===== src/hw/rtl/multilevel_min_max_peak_pyramid_defines.svh =====
// Assertion macros for the peak pyramid RTL.
`ifndef MULTILEVEL_MIN_MAX_PEAK_PYRAMID_DEFINES_SVH
`define MULTILEVEL_MIN_MAX_PEAK_PYRAMID_DEFINES_SVH

`ifndef ASSERT_OFF
`define MMPP_ASSERT(lbl, clk, rst_n, prop, msg) \
    lbl: assert property (@(posedge clk) disable iff (!rst_n) prop) else $error(msg);
`define MMPP_NEVER(lbl, clk, rst_n, prop, msg) \
    lbl: assert property (@(posedge clk) disable iff (!rst_n) !(prop)) else $error(msg);
`else
`define MMPP_ASSERT(lbl, clk, rst_n, prop, msg)
`define MMPP_NEVER(lbl, clk, rst_n, prop, msg)
`endif

`endif


===== src/hw/rtl/mmpp_pkg.sv =====
`timescale 1ns / 1ps

package mmpp_pkg;

    localparam int LEVELS = 16;
    localparam int SMP_W  = 16;
    localparam int CNT_W  = 32;
    localparam int LVL_W  = 5;
    localparam int IDX_W  = 31;

    localparam logic [CNT_W-1:0] CNT_MAX = {CNT_W{1'b1}};

    typedef struct packed {
        logic [LVL_W-1:0]        level;
        logic [IDX_W-1:0]        block_index;
        logic signed [SMP_W-1:0] low_peak;
        logic signed [SMP_W-1:0] high_peak;
        logic                    run_end;
    } t_rec;

    typedef struct packed {
        logic busy;
        logic extra;
        logic aligned;
    } t_up;

endpackage


===== src/hw/rtl/mmpp_cell.sv =====
`timescale 1ns / 1ps
`include "multilevel_min_max_peak_pyramid_defines.svh"

module mmpp_cell import mmpp_pkg::*; (
    input  logic                    i_clk,
    input  logic                    i_rst_n,
    input  logic [LVL_W-1:0]        i_level,
    input  logic                    i_accept,
    input  logic signed [SMP_W-1:0] i_sample,
    input  logic                    i_last,
    input  logic                    i_move,
    input  logic [CNT_W-1:0]        i_cnt,
    output logic [CNT_W-1:0]        o_cnt,
    input  t_up                     i_up,
    output t_up                     o_up,
    input  logic                    i_above,
    output logic                    o_above,
    input  t_rec                    i_pick,
    output t_rec                    o_pick
);

    logic signed [SMP_W-1:0] r_min, n_min;
    logic signed [SMP_W-1:0] r_max, n_max;
    logic                    r_partial, n_partial;
    logic [IDX_W-1:0]        r_count, n_count;
    logic                    r_slot_valid, n_slot_valid;
    t_rec                    r_slot, n_slot;

    logic signed [SMP_W-1:0] fold_min;
    logic signed [SMP_W-1:0] fold_max;
    logic                    aligned;
    logic                    flush;
    logic                    emit;
    logic                    sel;
    t_rec                    rec;

    always_comb begin
        fold_min = (r_partial && r_min < i_sample) ? r_min : i_sample;
        fold_max = (r_partial && r_max > i_sample) ? r_max : i_sample;
        aligned  = i_up.aligned & ~i_cnt[0];
        o_cnt    = i_cnt >> 1;
        flush    = i_last & (|o_cnt);
        emit     = aligned | flush;
        sel      = r_slot_valid & ~i_up.busy;

        o_up.busy    = i_up.busy | r_slot_valid;
        o_up.extra   = i_up.extra | (r_slot_valid & i_up.busy);
        o_up.aligned = aligned;
        o_above      = i_above | emit;
        o_pick       = sel ? r_slot : i_pick;

        rec.level       = i_level;
        rec.block_index = r_count;
        rec.low_peak    = fold_min;
        rec.high_peak   = fold_max;
        rec.run_end     = i_last & ~i_above;
    end

    always_comb begin
        n_partial    = r_partial;
        n_min        = r_min;
        n_max        = r_max;
        n_count      = r_count;
        n_slot_valid = r_slot_valid & ~(sel & i_move);
        n_slot       = r_slot;
        if (i_accept) begin
            if (emit) begin
                n_slot_valid = 1'b1;
                n_slot       = rec;
            end
            if (i_last) begin
                n_partial = 1'b0;
                n_count   = '0;
            end else if (emit) begin
                n_partial = 1'b0;
                n_count   = r_count + 1'b1;
            end else begin
                n_partial = 1'b1;
                n_min     = fold_min;
                n_max     = fold_max;
            end
        end
    end

    always_ff @(posedge i_clk) begin
        if (!i_rst_n) begin
            r_partial    <= 1'b0;
            r_count      <= '0;
            r_slot_valid <= 1'b0;
        end else begin
            r_partial    <= n_partial;
            r_count      <= n_count;
            r_slot_valid <= n_slot_valid;
        end
    end

    always_ff @(posedge i_clk) begin
        r_min  <= n_min;
        r_max  <= n_max;
        r_slot <= n_slot;
    end

    `MMPP_NEVER(a_slot_overrun, i_clk, i_rst_n,
        (i_accept && emit && r_slot_valid && !(sel && i_move)), "pending block overwritten")
    `MMPP_ASSERT(a_slot_order, i_clk, i_rst_n,
        (r_slot_valid && !sel |-> i_up.busy), "slot picked out of level order")
    `MMPP_ASSERT(a_last_clears, i_clk, i_rst_n,
        (i_accept && i_last |=> !r_partial && r_count == '0), "level not cleared at end")

endmodule


===== src/hw/rtl/multilevel_min_max_peak_pyramid.sv =====
`timescale 1ns / 1ps
`include "multilevel_min_max_peak_pyramid_defines.svh"

// Min/max peak pyramid over a stream of signed samples.
// Input channel: i_valid / o_stall with i_sample and i_stream_end; a request is
// taken on a rising edge with i_valid high and o_stall low.
// Output channel: o_valid / i_stall with level, block index, low and high peak
// and run_end; one result per completed block, taken on the same kind of edge.
// One cell per level holds the running peaks, the block count and one pending
// result; all cells fold a sample in the same cycle.
// A result passes through the pending slot of its cell and then the output
// register before it shows on o_valid.
// Throughput: one sample per cycle while the receiver does not stall and
// each sample completes at most one block; a sample that completes more than
// one block holds the input while more than one result is pending, since the
// output port drains one pending result per cycle in ascending level order.
// i_stream_end flushes partial blocks up to the sample count, marks the last
// result with run_end and clears the sample count and every level.
// Reset clears the sample count, all levels, pending results and the output.
// While the receiver stalls the output holds; pending results stay in the
// cells and the input stalls once a new sample could overtake them.
module multilevel_min_max_peak_pyramid import mmpp_pkg::*; (
    input  logic                    i_clk,
    input  logic                    i_rst_n,
    input  logic                    i_valid,
    output logic                    o_stall,
    input  logic signed [SMP_W-1:0] i_sample,
    input  logic                    i_stream_end,
    output logic                    o_valid,
    input  logic                    i_stall,
    output logic [LVL_W-1:0]        o_level,
    output logic [IDX_W-1:0]        o_block_index,
    output logic signed [SMP_W-1:0] o_low_peak,
    output logic signed [SMP_W-1:0] o_high_peak,
    output logic                    o_run_end
);

    logic [CNT_W-1:0] r_count, n_count;
    logic             r_out_valid, n_out_valid;
    t_rec             r_out, n_out;

    logic [CNT_W-1:0] cnt_new;
    logic             in_acc;
    logic             move;

    t_up              up    [LEVELS+1];
    logic [CNT_W-1:0] cnt   [LEVELS+1];
    logic             above [LEVELS+1];
    t_rec             pick  [LEVELS+1];

    assign cnt_new = (r_count == CNT_MAX) ? r_count : r_count + 1'b1;

    assign up[0]         = '{busy: 1'b0, extra: 1'b0, aligned: 1'b1};
    assign cnt[0]        = cnt_new;
    assign above[LEVELS] = 1'b0;
    assign pick[0]       = '0;

    genvar k;
    generate
        for (k = 0; k < LEVELS; k++) begin : g_cell
            mmpp_cell u_cell (
                .i_clk    (i_clk),
                .i_rst_n  (i_rst_n),
                .i_level  (LVL_W'(k + 1)),
                .i_accept (in_acc),
                .i_sample (i_sample),
                .i_last   (i_stream_end),
                .i_move   (move),
                .i_cnt    (cnt[k]),
                .o_cnt    (cnt[k+1]),
                .i_up     (up[k]),
                .o_up     (up[k+1]),
                .i_above  (above[k+1]),
                .o_above  (above[k]),
                .i_pick   (pick[k]),
                .o_pick   (pick[k+1])
            );
        end
    endgenerate

    always_comb begin
        move    = up[LEVELS].busy & (~r_out_valid | ~i_stall);
        o_stall = up[LEVELS].busy & ~(move & ~up[LEVELS].extra);
        in_acc  = i_valid & ~o_stall;

        n_count = r_count;
        if (in_acc) begin
            n_count = i_stream_end ? '0 : cnt_new;
        end

        n_out_valid = r_out_valid;
        n_out       = r_out;
        if (move) begin
            n_out_valid = 1'b1;
            n_out       = pick[LEVELS];
        end else if (!i_stall) begin
            n_out_valid = 1'b0;
        end
    end

    always_ff @(posedge i_clk) begin
        if (!i_rst_n) begin
            r_count     <= '0;
            r_out_valid <= 1'b0;
        end else begin
            r_count     <= n_count;
            r_out_valid <= n_out_valid;
        end
    end

    always_ff @(posedge i_clk) begin
        r_out <= n_out;
    end

    assign o_valid       = r_out_valid;
    assign o_level       = r_out.level;
    assign o_block_index = r_out.block_index;
    assign o_low_peak    = r_out.low_peak;
    assign o_high_peak   = r_out.high_peak;
    assign o_run_end     = r_out.run_end;

    `MMPP_ASSERT(a_end_clears_count, i_clk, i_rst_n,
        (in_acc && i_stream_end |=> r_count == '0), "sample count not cleared at end")
    `MMPP_ASSERT(a_level_range, i_clk, i_rst_n,
        (o_valid |-> o_level >= LVL_W'(1) && o_level <= LVL_W'(LEVELS)), "level out of range")
    `MMPP_ASSERT(a_peak_order, i_clk, i_rst_n,
        (o_valid |-> o_low_peak <= o_high_peak), "low peak above high peak")
    `MMPP_ASSERT(a_pair_emits, i_clk, i_rst_n,
        (in_acc && !cnt_new[0] |=> up[LEVELS].busy), "completed pair left no result")

endmodule


===== config.mk =====
export PLATFORM = sky130hd
export DESIGN_NAME = multilevel_min_max_peak_pyramid
export DESIGN_NICKNAME = d
export VERILOG_FILES = /design/src/hw/rtl/mmpp_pkg.sv /design/src/hw/rtl/mmpp_cell.sv /design/src/hw/rtl/multilevel_min_max_peak_pyramid.sv
export VERILOG_INCLUDE_DIRS = /design/src /design/src/hw/rtl
export SDC_FILE = /design/constraint.sdc
export NUM_CORES = 2
export LEC_CHECK = 0
export ABC_AREA = 1
export BUFFER_PORTS_ARGS = -buffer_cell sky130_fd_sc_hd__buf_2
export CAP_MARGIN = 20
export CORE_ASPECT_RATIO = 1.1
export CORE_MARGIN = 2
export CORE_UTILIZATION = 50
export CTS_CLUSTER_DIAMETER = 100
export DETAILED_ROUTE_END_ITERATION = 12
export PLACE_DENSITY = 0.65
export SLEW_MARGIN = 20
export SYNTH_ARGS = -nofsm -noshare
export SYNTH_HDL_FRONTEND = slang
export SYNTH_SLANG_ARGS = --single-unit

===== constraint.sdc =====
create_clock -name i_clk -period 11.1 [get_ports i_clk]
set_input_delay 0.555 -clock i_clk [delete_from_list [all_inputs] [get_ports i_clk]]
set_output_delay 0.555 -clock i_clk [all_outputs]
set_load 0.005 [all_outputs]

# Word-level counts from Yosys, hierarchy flattened
# Cells that the tools add are included.
dict set report word_totals {
  reg_bits 2166
  latchBits 0
  mem_bits_rw 0
  mem_bits_ro 0
  input_bits 21
  out_inout_bits 71
  wordCells 717
  mem_count 0
}
dict set report classes {
  add_sub_neg 17
  n_mul 0
  div_mod_pow 0
  magnitude_cmp 32
  eq_ne 2
  shift 0
  muxes 148
  bitwise_logic 255
  reduce_logical 112
}
# op count
set ops {}
lappend ops {{$mux 31} 32}
lappend ops {{$mux 68} 8}
lappend ops {{$mux 16} 32}
lappend ops {{$add 31x1->31 const B} 16}
lappend ops {{$mux 67} 4}
lappend ops {{$gt 16x16->1} 16}
lappend ops {{$lt 16x16->1} 16}
lappend ops {{$mux 66} 2}
lappend ops {{$and 1x1->1} 112}
lappend ops {{$not 1->1} 83}
lappend ops {{$mux 1} 66}
lappend ops {{$mux 65} 1}
lappend ops {{$mux 32} 2}
lappend ops {{$mux 64} 1}
lappend ops {{$reduce_and 2->1} 32}
lappend ops {{$or 1x1->1} 60}
lappend ops {{$reduce_and 3->1} 16}
lappend ops {{$add 32x1->32 const B} 1}
lappend ops {{$eq 32x32->1 const B} 1}
lappend ops {{$logic_and 1x1->1} 32}
lappend ops {{$reduce_bool 2->1} 16}
lappend ops {{$reduce_or 31->1} 1}
lappend ops {{$reduce_or 30->1} 1}
lappend ops {{$reduce_or 29->1} 1}
lappend ops {{14 further kinds} 14}

# Depth between registers and ports, before layout
dict set report logic_depth {
  depth_word 35
  depth_mapped 21
  ltp_nobuf 21
}

# Cells and area by module
# A second synthesis with hierarchy kept.
dict set report hier_totals {
  cells_unflattened 12762
  hier_area_um2 126203.5
}
# module n_inst cells_per_inst area_per_inst_um2 seq_area_each_um2
set modules_own_cells {}
lappend modules_own_cells {{mmpp_cell at g_cell[0].u_cell ...} 15 768 7592.3 3693.5}
lappend modules_own_cells {{mmpp_cell at g_cell[9].u_cell} 1 765 7455.9 3693.5}
lappend modules_own_cells {multilevel_min_max_peak_pyramid 1 477 4863.4 2732.6}

# Worst setup path after synthesis
# No wires, ideal clock.
dict set report synth_path {
  path_type {register to register}
  startpoint {register g_cell[0].u_cell.r_slot_valid}
  endpoint {register g_cell[0].u_cell.r_slot[0] (netlist bit) (enable)}
  setup_time_ns 0.524
  arrival_time_ns 5.387
  t_required_ns 10.576
  slack_ns 5.189
  stages_incl_launch_ff 17
  n_path_buf 3
  period_less_slack_ns 5.911
  cell_sequence {dfxtp_1 -> buf_6 -> nor2_4 -> nand4_4 -> nor2_2 -> nand4_2 -> nor2_4 -> nand4_4 -> nor2_4 -> nand2_1 -> nand2_1 -> nand3_1 -> a21oi_2 -> buf_6 -> nand2_1 -> buf_2 -> a31oi_1}
}
dict set report synth_via {
  elab_chain_len 23
  word_cells_on_any_way 52
  cone_classes {bitwise (51); reduce/logical (1)}
}
# item line
set synth_lines {}
lappend synth_lines {{start: declaration} mmpp_cell.sv:26} ;# logic r_slot_valid, n_slot_valid;
lappend synth_lines {{start signal: assignment} mmpp_cell.sv:93} ;# r_slot_valid <= n_slot_valid;
lappend synth_lines {{$or 1x1->1} mmpp_cell.sv:46} ;# o_up.busy = i_up.busy | r_slot_valid;
lappend synth_lines {{$and 1x1->1 / $or 1x1->1 (equally long branches)} {mmpp_cell.sv:47, mmpp_cell.sv:46}}
lappend synth_lines {{$or 1x1->1, or another cell as far along (12 in a row)} mmpp_cell.sv:47} ;# o_up.extra = i_up.extra | (r_slot_valid & i_up.busy);
lappend synth_lines {{$or 1x1->1 / $and 1x1->1 (equally long branches)} mmpp_cell.sv:47}
lappend synth_lines {{$or 1x1->1} mmpp_cell.sv:47}
lappend synth_lines {{$not 1->1} multilevel_min_max_peak_pyramid.sv:83} ;# o_stall = up[LEVELS].busy & ~(move & ~up[LEVELS].extra);
lappend synth_lines {{$and 1x1->1} multilevel_min_max_peak_pyramid.sv:83}
lappend synth_lines {{$not 1->1} multilevel_min_max_peak_pyramid.sv:83}
lappend synth_lines {{$and 1x1->1 (*)} multilevel_min_max_peak_pyramid.sv:83}
lappend synth_lines {{$not 1->1 (*)} multilevel_min_max_peak_pyramid.sv:84} ;# in_acc = i_valid & ~o_stall;
lappend synth_lines {{$and 1x1->1 (*)} multilevel_min_max_peak_pyramid.sv:84}
lappend synth_lines {{$reduce_and 2->1 (no source line) (*)} n/a}
lappend synth_lines {{end signal: assignment} mmpp_cell.sv:100} ;# r_slot <= n_slot;
lappend synth_lines {{end: declaration} mmpp_cell.sv:27} ;# t_rec r_slot, n_slot;
# Mark *: on every way between the ends. The rest lies on a longest branch, timed or not.
# A chain may end at the register's enable or synchronous reset.

# Final worst setup path
dict set report layout_path {
  startpoint {register r_count[0]}
  endpoint {register g_cell[15].u_cell.r_slot[2] (netlist bit) (enable)}
}
dict set report layout_via {
  elab_chain_len 20
  word_cells_on_any_way 38
  cone_classes {add/sub (1); eq/ne (1); mux (1); bitwise (33); reduce/logical (2)}
}
# item line
set layout_lines {}
lappend layout_lines {{start: declaration} multilevel_min_max_peak_pyramid.sv:38} ;# logic [CNT_W-1:0] r_count, n_count;
lappend layout_lines {{start signal: assignment} multilevel_min_max_peak_pyramid.sv:106} ;# r_count <= n_count;
lappend layout_lines {{$add 32x1->32 / $eq 32x32->1 (equally long branches)} multilevel_min_max_peak_pyramid.sv:51} ;# assign cnt_new = (r_count == CNT_MAX) ? r_count : r_count + 1'b1;
lappend layout_lines {{$mux 32 (*)} multilevel_min_max_peak_pyramid.sv:51}
lappend layout_lines {{$not 1->1} mmpp_cell.sv:40} ;# aligned = i_up.aligned & ~i_cnt[0];
lappend layout_lines {{$and 1x1->1 (15 in a row)} mmpp_cell.sv:40}
lappend layout_lines {{$or 1x1->1 (*)} mmpp_cell.sv:43} ;# emit = aligned | flush;
lappend layout_lines {{$reduce_and 2->1 (no source line) (*)} n/a}
lappend layout_lines {{end signal: assignment} mmpp_cell.sv:100}
lappend layout_lines {{end: declaration} mmpp_cell.sv:27}
# Marked as above.

==> flow_summary.ini <==
[run_status]
outcome = completed

[placement]
dp_cells = 14242
place_ws_ps = 5380
gp_congestion = 0.942
dp_hpwl_um = 214000
io_buffers = 91

[power_and_ir_drop]
p_per_area_nw_per_um2 = 283
ir_drop_v = 0.000379
p_leak_nw = 41.1

[cells_and_area]
multi_input_area_um2 = 43700
fin_cells = 14666
drive_gt1_share_pct = 6.00
nNetsFinal = 12127
regArea_um2 = 59400
fin_util_pct = 55.4
fillers = 18956
syn2layout_area_growth_pct = 9.94

[cts]
clkLatencyLatePin_ps = 890
cts_num_sinks = 2165
cts_root_buffer = clkbuf_16
cts_buffers = 218
h-tree-depth = 4
clk_path_buf_depth = 3
path_clk_slew_ps = 60
cts.hold.buffers_added = 0
post_cts_resized = 0
cts_tree = built
postCtsSetupRepairBufs = 0

[timing]
skew_ps = 37.3
max_freq_ghz = 0.187
final-hold-violation-count = 0
finalHoldWorstSlack_ps = 81.1
rsz0062_at_grt = false
setup_tns_ps = 0
setup_ws_ps = 5760
fin_crit_sh_pct = 48.1
setup_viol = 0
worstMarginPinSlew_ps = 1430
period_needed_ps = 5340
max_slew_margin_pct = 4.66
drv_slew = 0

[worst_setup_path]
crit_type = reg -> reg
crit_arrival_ps = 5850
crit_path_end_kind = flip-flop
startpoint_type = flip-flop
critPathRequiredTime_ps = 11610
cp_max_fo = 64

[logic_synthesis]
yosysSeqAreaShare_pct = 55.1
yosysUniqueCellTypes = 51
async_reset_ff_share_pct = 0
syn_area_um2 = 108000
syn_avg_cell_area_um2 = 9.21
ys_ff_latch = 2165
synth_ff_type = edfxtp_1
yosysWarnings = 0
synth_nets = 12240
synthCells = 11706
synth-edff-count = 1605

[floorplanning]
die_w_um = 447
core-area_um2 = 214000
initial_utilization_pct = 50.4
die_area_um2 = 219000
pin_count = 92
rows = 178
die_h_um = 491

[global_route]
overflow = 0
grt_max_degree = 215
grt_pass1_vias = 80122
track_usage_pct = 27.9
antenna_found_initial = 4
grt_pass1_wl_um = 475000

[min_path]
hp-class = in -> reg

[drt]
drt_wl_total_um = 312000
routed-via-count = 83745
drc = 0
wl_per_cell_um = 21.3
drt-initial-drc-count = 8190
via_per_inst = 5.71
detail-route-antenna-nets = 0
firstDrtPassIters = 6

[flow_run]
drv_cap = 0
sequential cells by signal (all words and copies together), names as in the netlist:
register and cells:
g_cell.u_cell.r_count 496, g_cell.u_cell.r_max 256, g_cell.u_cell.r_min 256, g_cell.u_cell.r_partial 15, g_cell.u_cell.r_slot 1024, g_cell.u_cell.r_slot_valid 16
o_block_index 31, o_high_peak 16, o_level 5, o_low_peak 16, o_run_end 1, o_valid 1
r_count 32
final cells by class:
cell class / instances / area share (%)
timing repair buffer: 211 / 1.37
inverter: 695 / 2.22
clock buffer: 263 / 5.00
tap: 2880 / 3.04
sequential: 2165 / 50.1
clock inverter: 148 / 1.35
multi-input combinational: 8302 / 36.9
antenna: 2 / 0.00422
worst max-delay path, stage by stage (launching register included):
cell and delay (ps):
dfxtp_1 520, ha_1 330, nand3_2 170, inv_2 110
nand2_1 110, nor2_2 170, nand2_2 520, o21ai_2 390
nand3_2 150, nor2_2 160, nand3_2 190, nor2_1 300
nand3_1 150, nand2_1 80, buf_4 370, inv_1 90
nor2_2 190, nand2_1 120, inv_2 60, buf_4 670
logic make-up after synthesis:
kind of cell	Yosys count	synth area share, %
AND/OR/NAND/NOR	5616	21.9
AO/OA/AOI/OAI	1703	8.47
XOR/XNOR	470	3.82
buffers and inverters	1239	4.73
adder cells (fa/ha/maj)	513	5.95
flip-flops	2165	55.1
routing by layer:
layer / routed length (µm) / GRT usage (%)
met4: 11700 / 10.5
met3: 17900 / 2.90
met2: 151000 / 46.5
met1: 132000 / 37.5
met5: 0 / 0
final timing paths:
check             cells after the start  slack, ps                         from                     endpoint
setup / recovery                     19       5760                   r_count[0]  g_cell[15].u_cell.r_slot[2]
hold / removal                        3         80                  i_sample[5]   g_cell[4].u_cell.r_slot[6]
setup reg to reg                     19       5760                   r_count[0]  g_cell[15].u_cell.r_slot[2]
hold reg to reg                       0        470  g_cell[3].u_cell.r_count[9]  g_cell[3].u_cell.r_slot[42]
cells in the mapped netlist (all sizes together), types with 68 or more instances:
master / instances / area share, %
nand2: 2460 / 8.6
inv: 695 / 2.4
a221oi: 68 / 0.55
edfxtp: 1605 / 45
nand4: 190 / 1.1
nor3: 367 / 1.7
nor4: 113 / 0.66
clkbuf: 404 / 1.4
a21oi: 1339 / 6.2
nand3: 881 / 4.1
nor2: 1568 / 5.5
o21ai: 166 / 0.78
buf: 140 / 0.91
ha: 513 / 6.0
dfxtp: 560 / 10
xor2: 341 / 2.8
xnor2: 129 / 1.0
metrics by stage:
step,area [µm²],total power [mW]
finish,119000,33.5
global route,119000,35.1
CTS,118000,33.5
detailed placement,111000,25.8
global placement,111000,25.5
floorplan,108000,20.9
layout by cell type (no fill, tap or decap), drive strengths merged, types with 10 or more instances in the layout:
| cell type | count |
|---|---|
| nand2 | 2460 |
| edfxtp | 1605 |
| nor2 | 1568 |
| a21oi | 1339 |
| nand3 | 881 |
| inv | 692 |
| dfxtp | 560 |
| ha | 513 |
| nor3 | 367 |
| xor2 | 341 |
| clkbuf | 263 |
| buf | 211 |
| nand4 | 190 |
| o21ai | 166 |
| xnor2 | 129 |
| nor4 | 113 |
| clkinv | 102 |
| a221oi | 68 |
| bufinv | 26 |
| clkinvlp | 23 |
| o211ai | 22 |
| o31ai | 16 |
| a21o | 14 |
| o21a | 14 |
| or2 | 13 |
| nor3b | 13 |
| a31oi | 12 |
| a211oi | 10 |
| o2111ai | 10 |
report_power, final:
part / internal, mW / switching (mW)
sequential: 12.5 / 0.964
combinational: 2.67 / 9.64
clock: 4.43 / 3.32
total: 19.6 / 13.9
No activity file was read; power rests on OpenSTA's default activity.
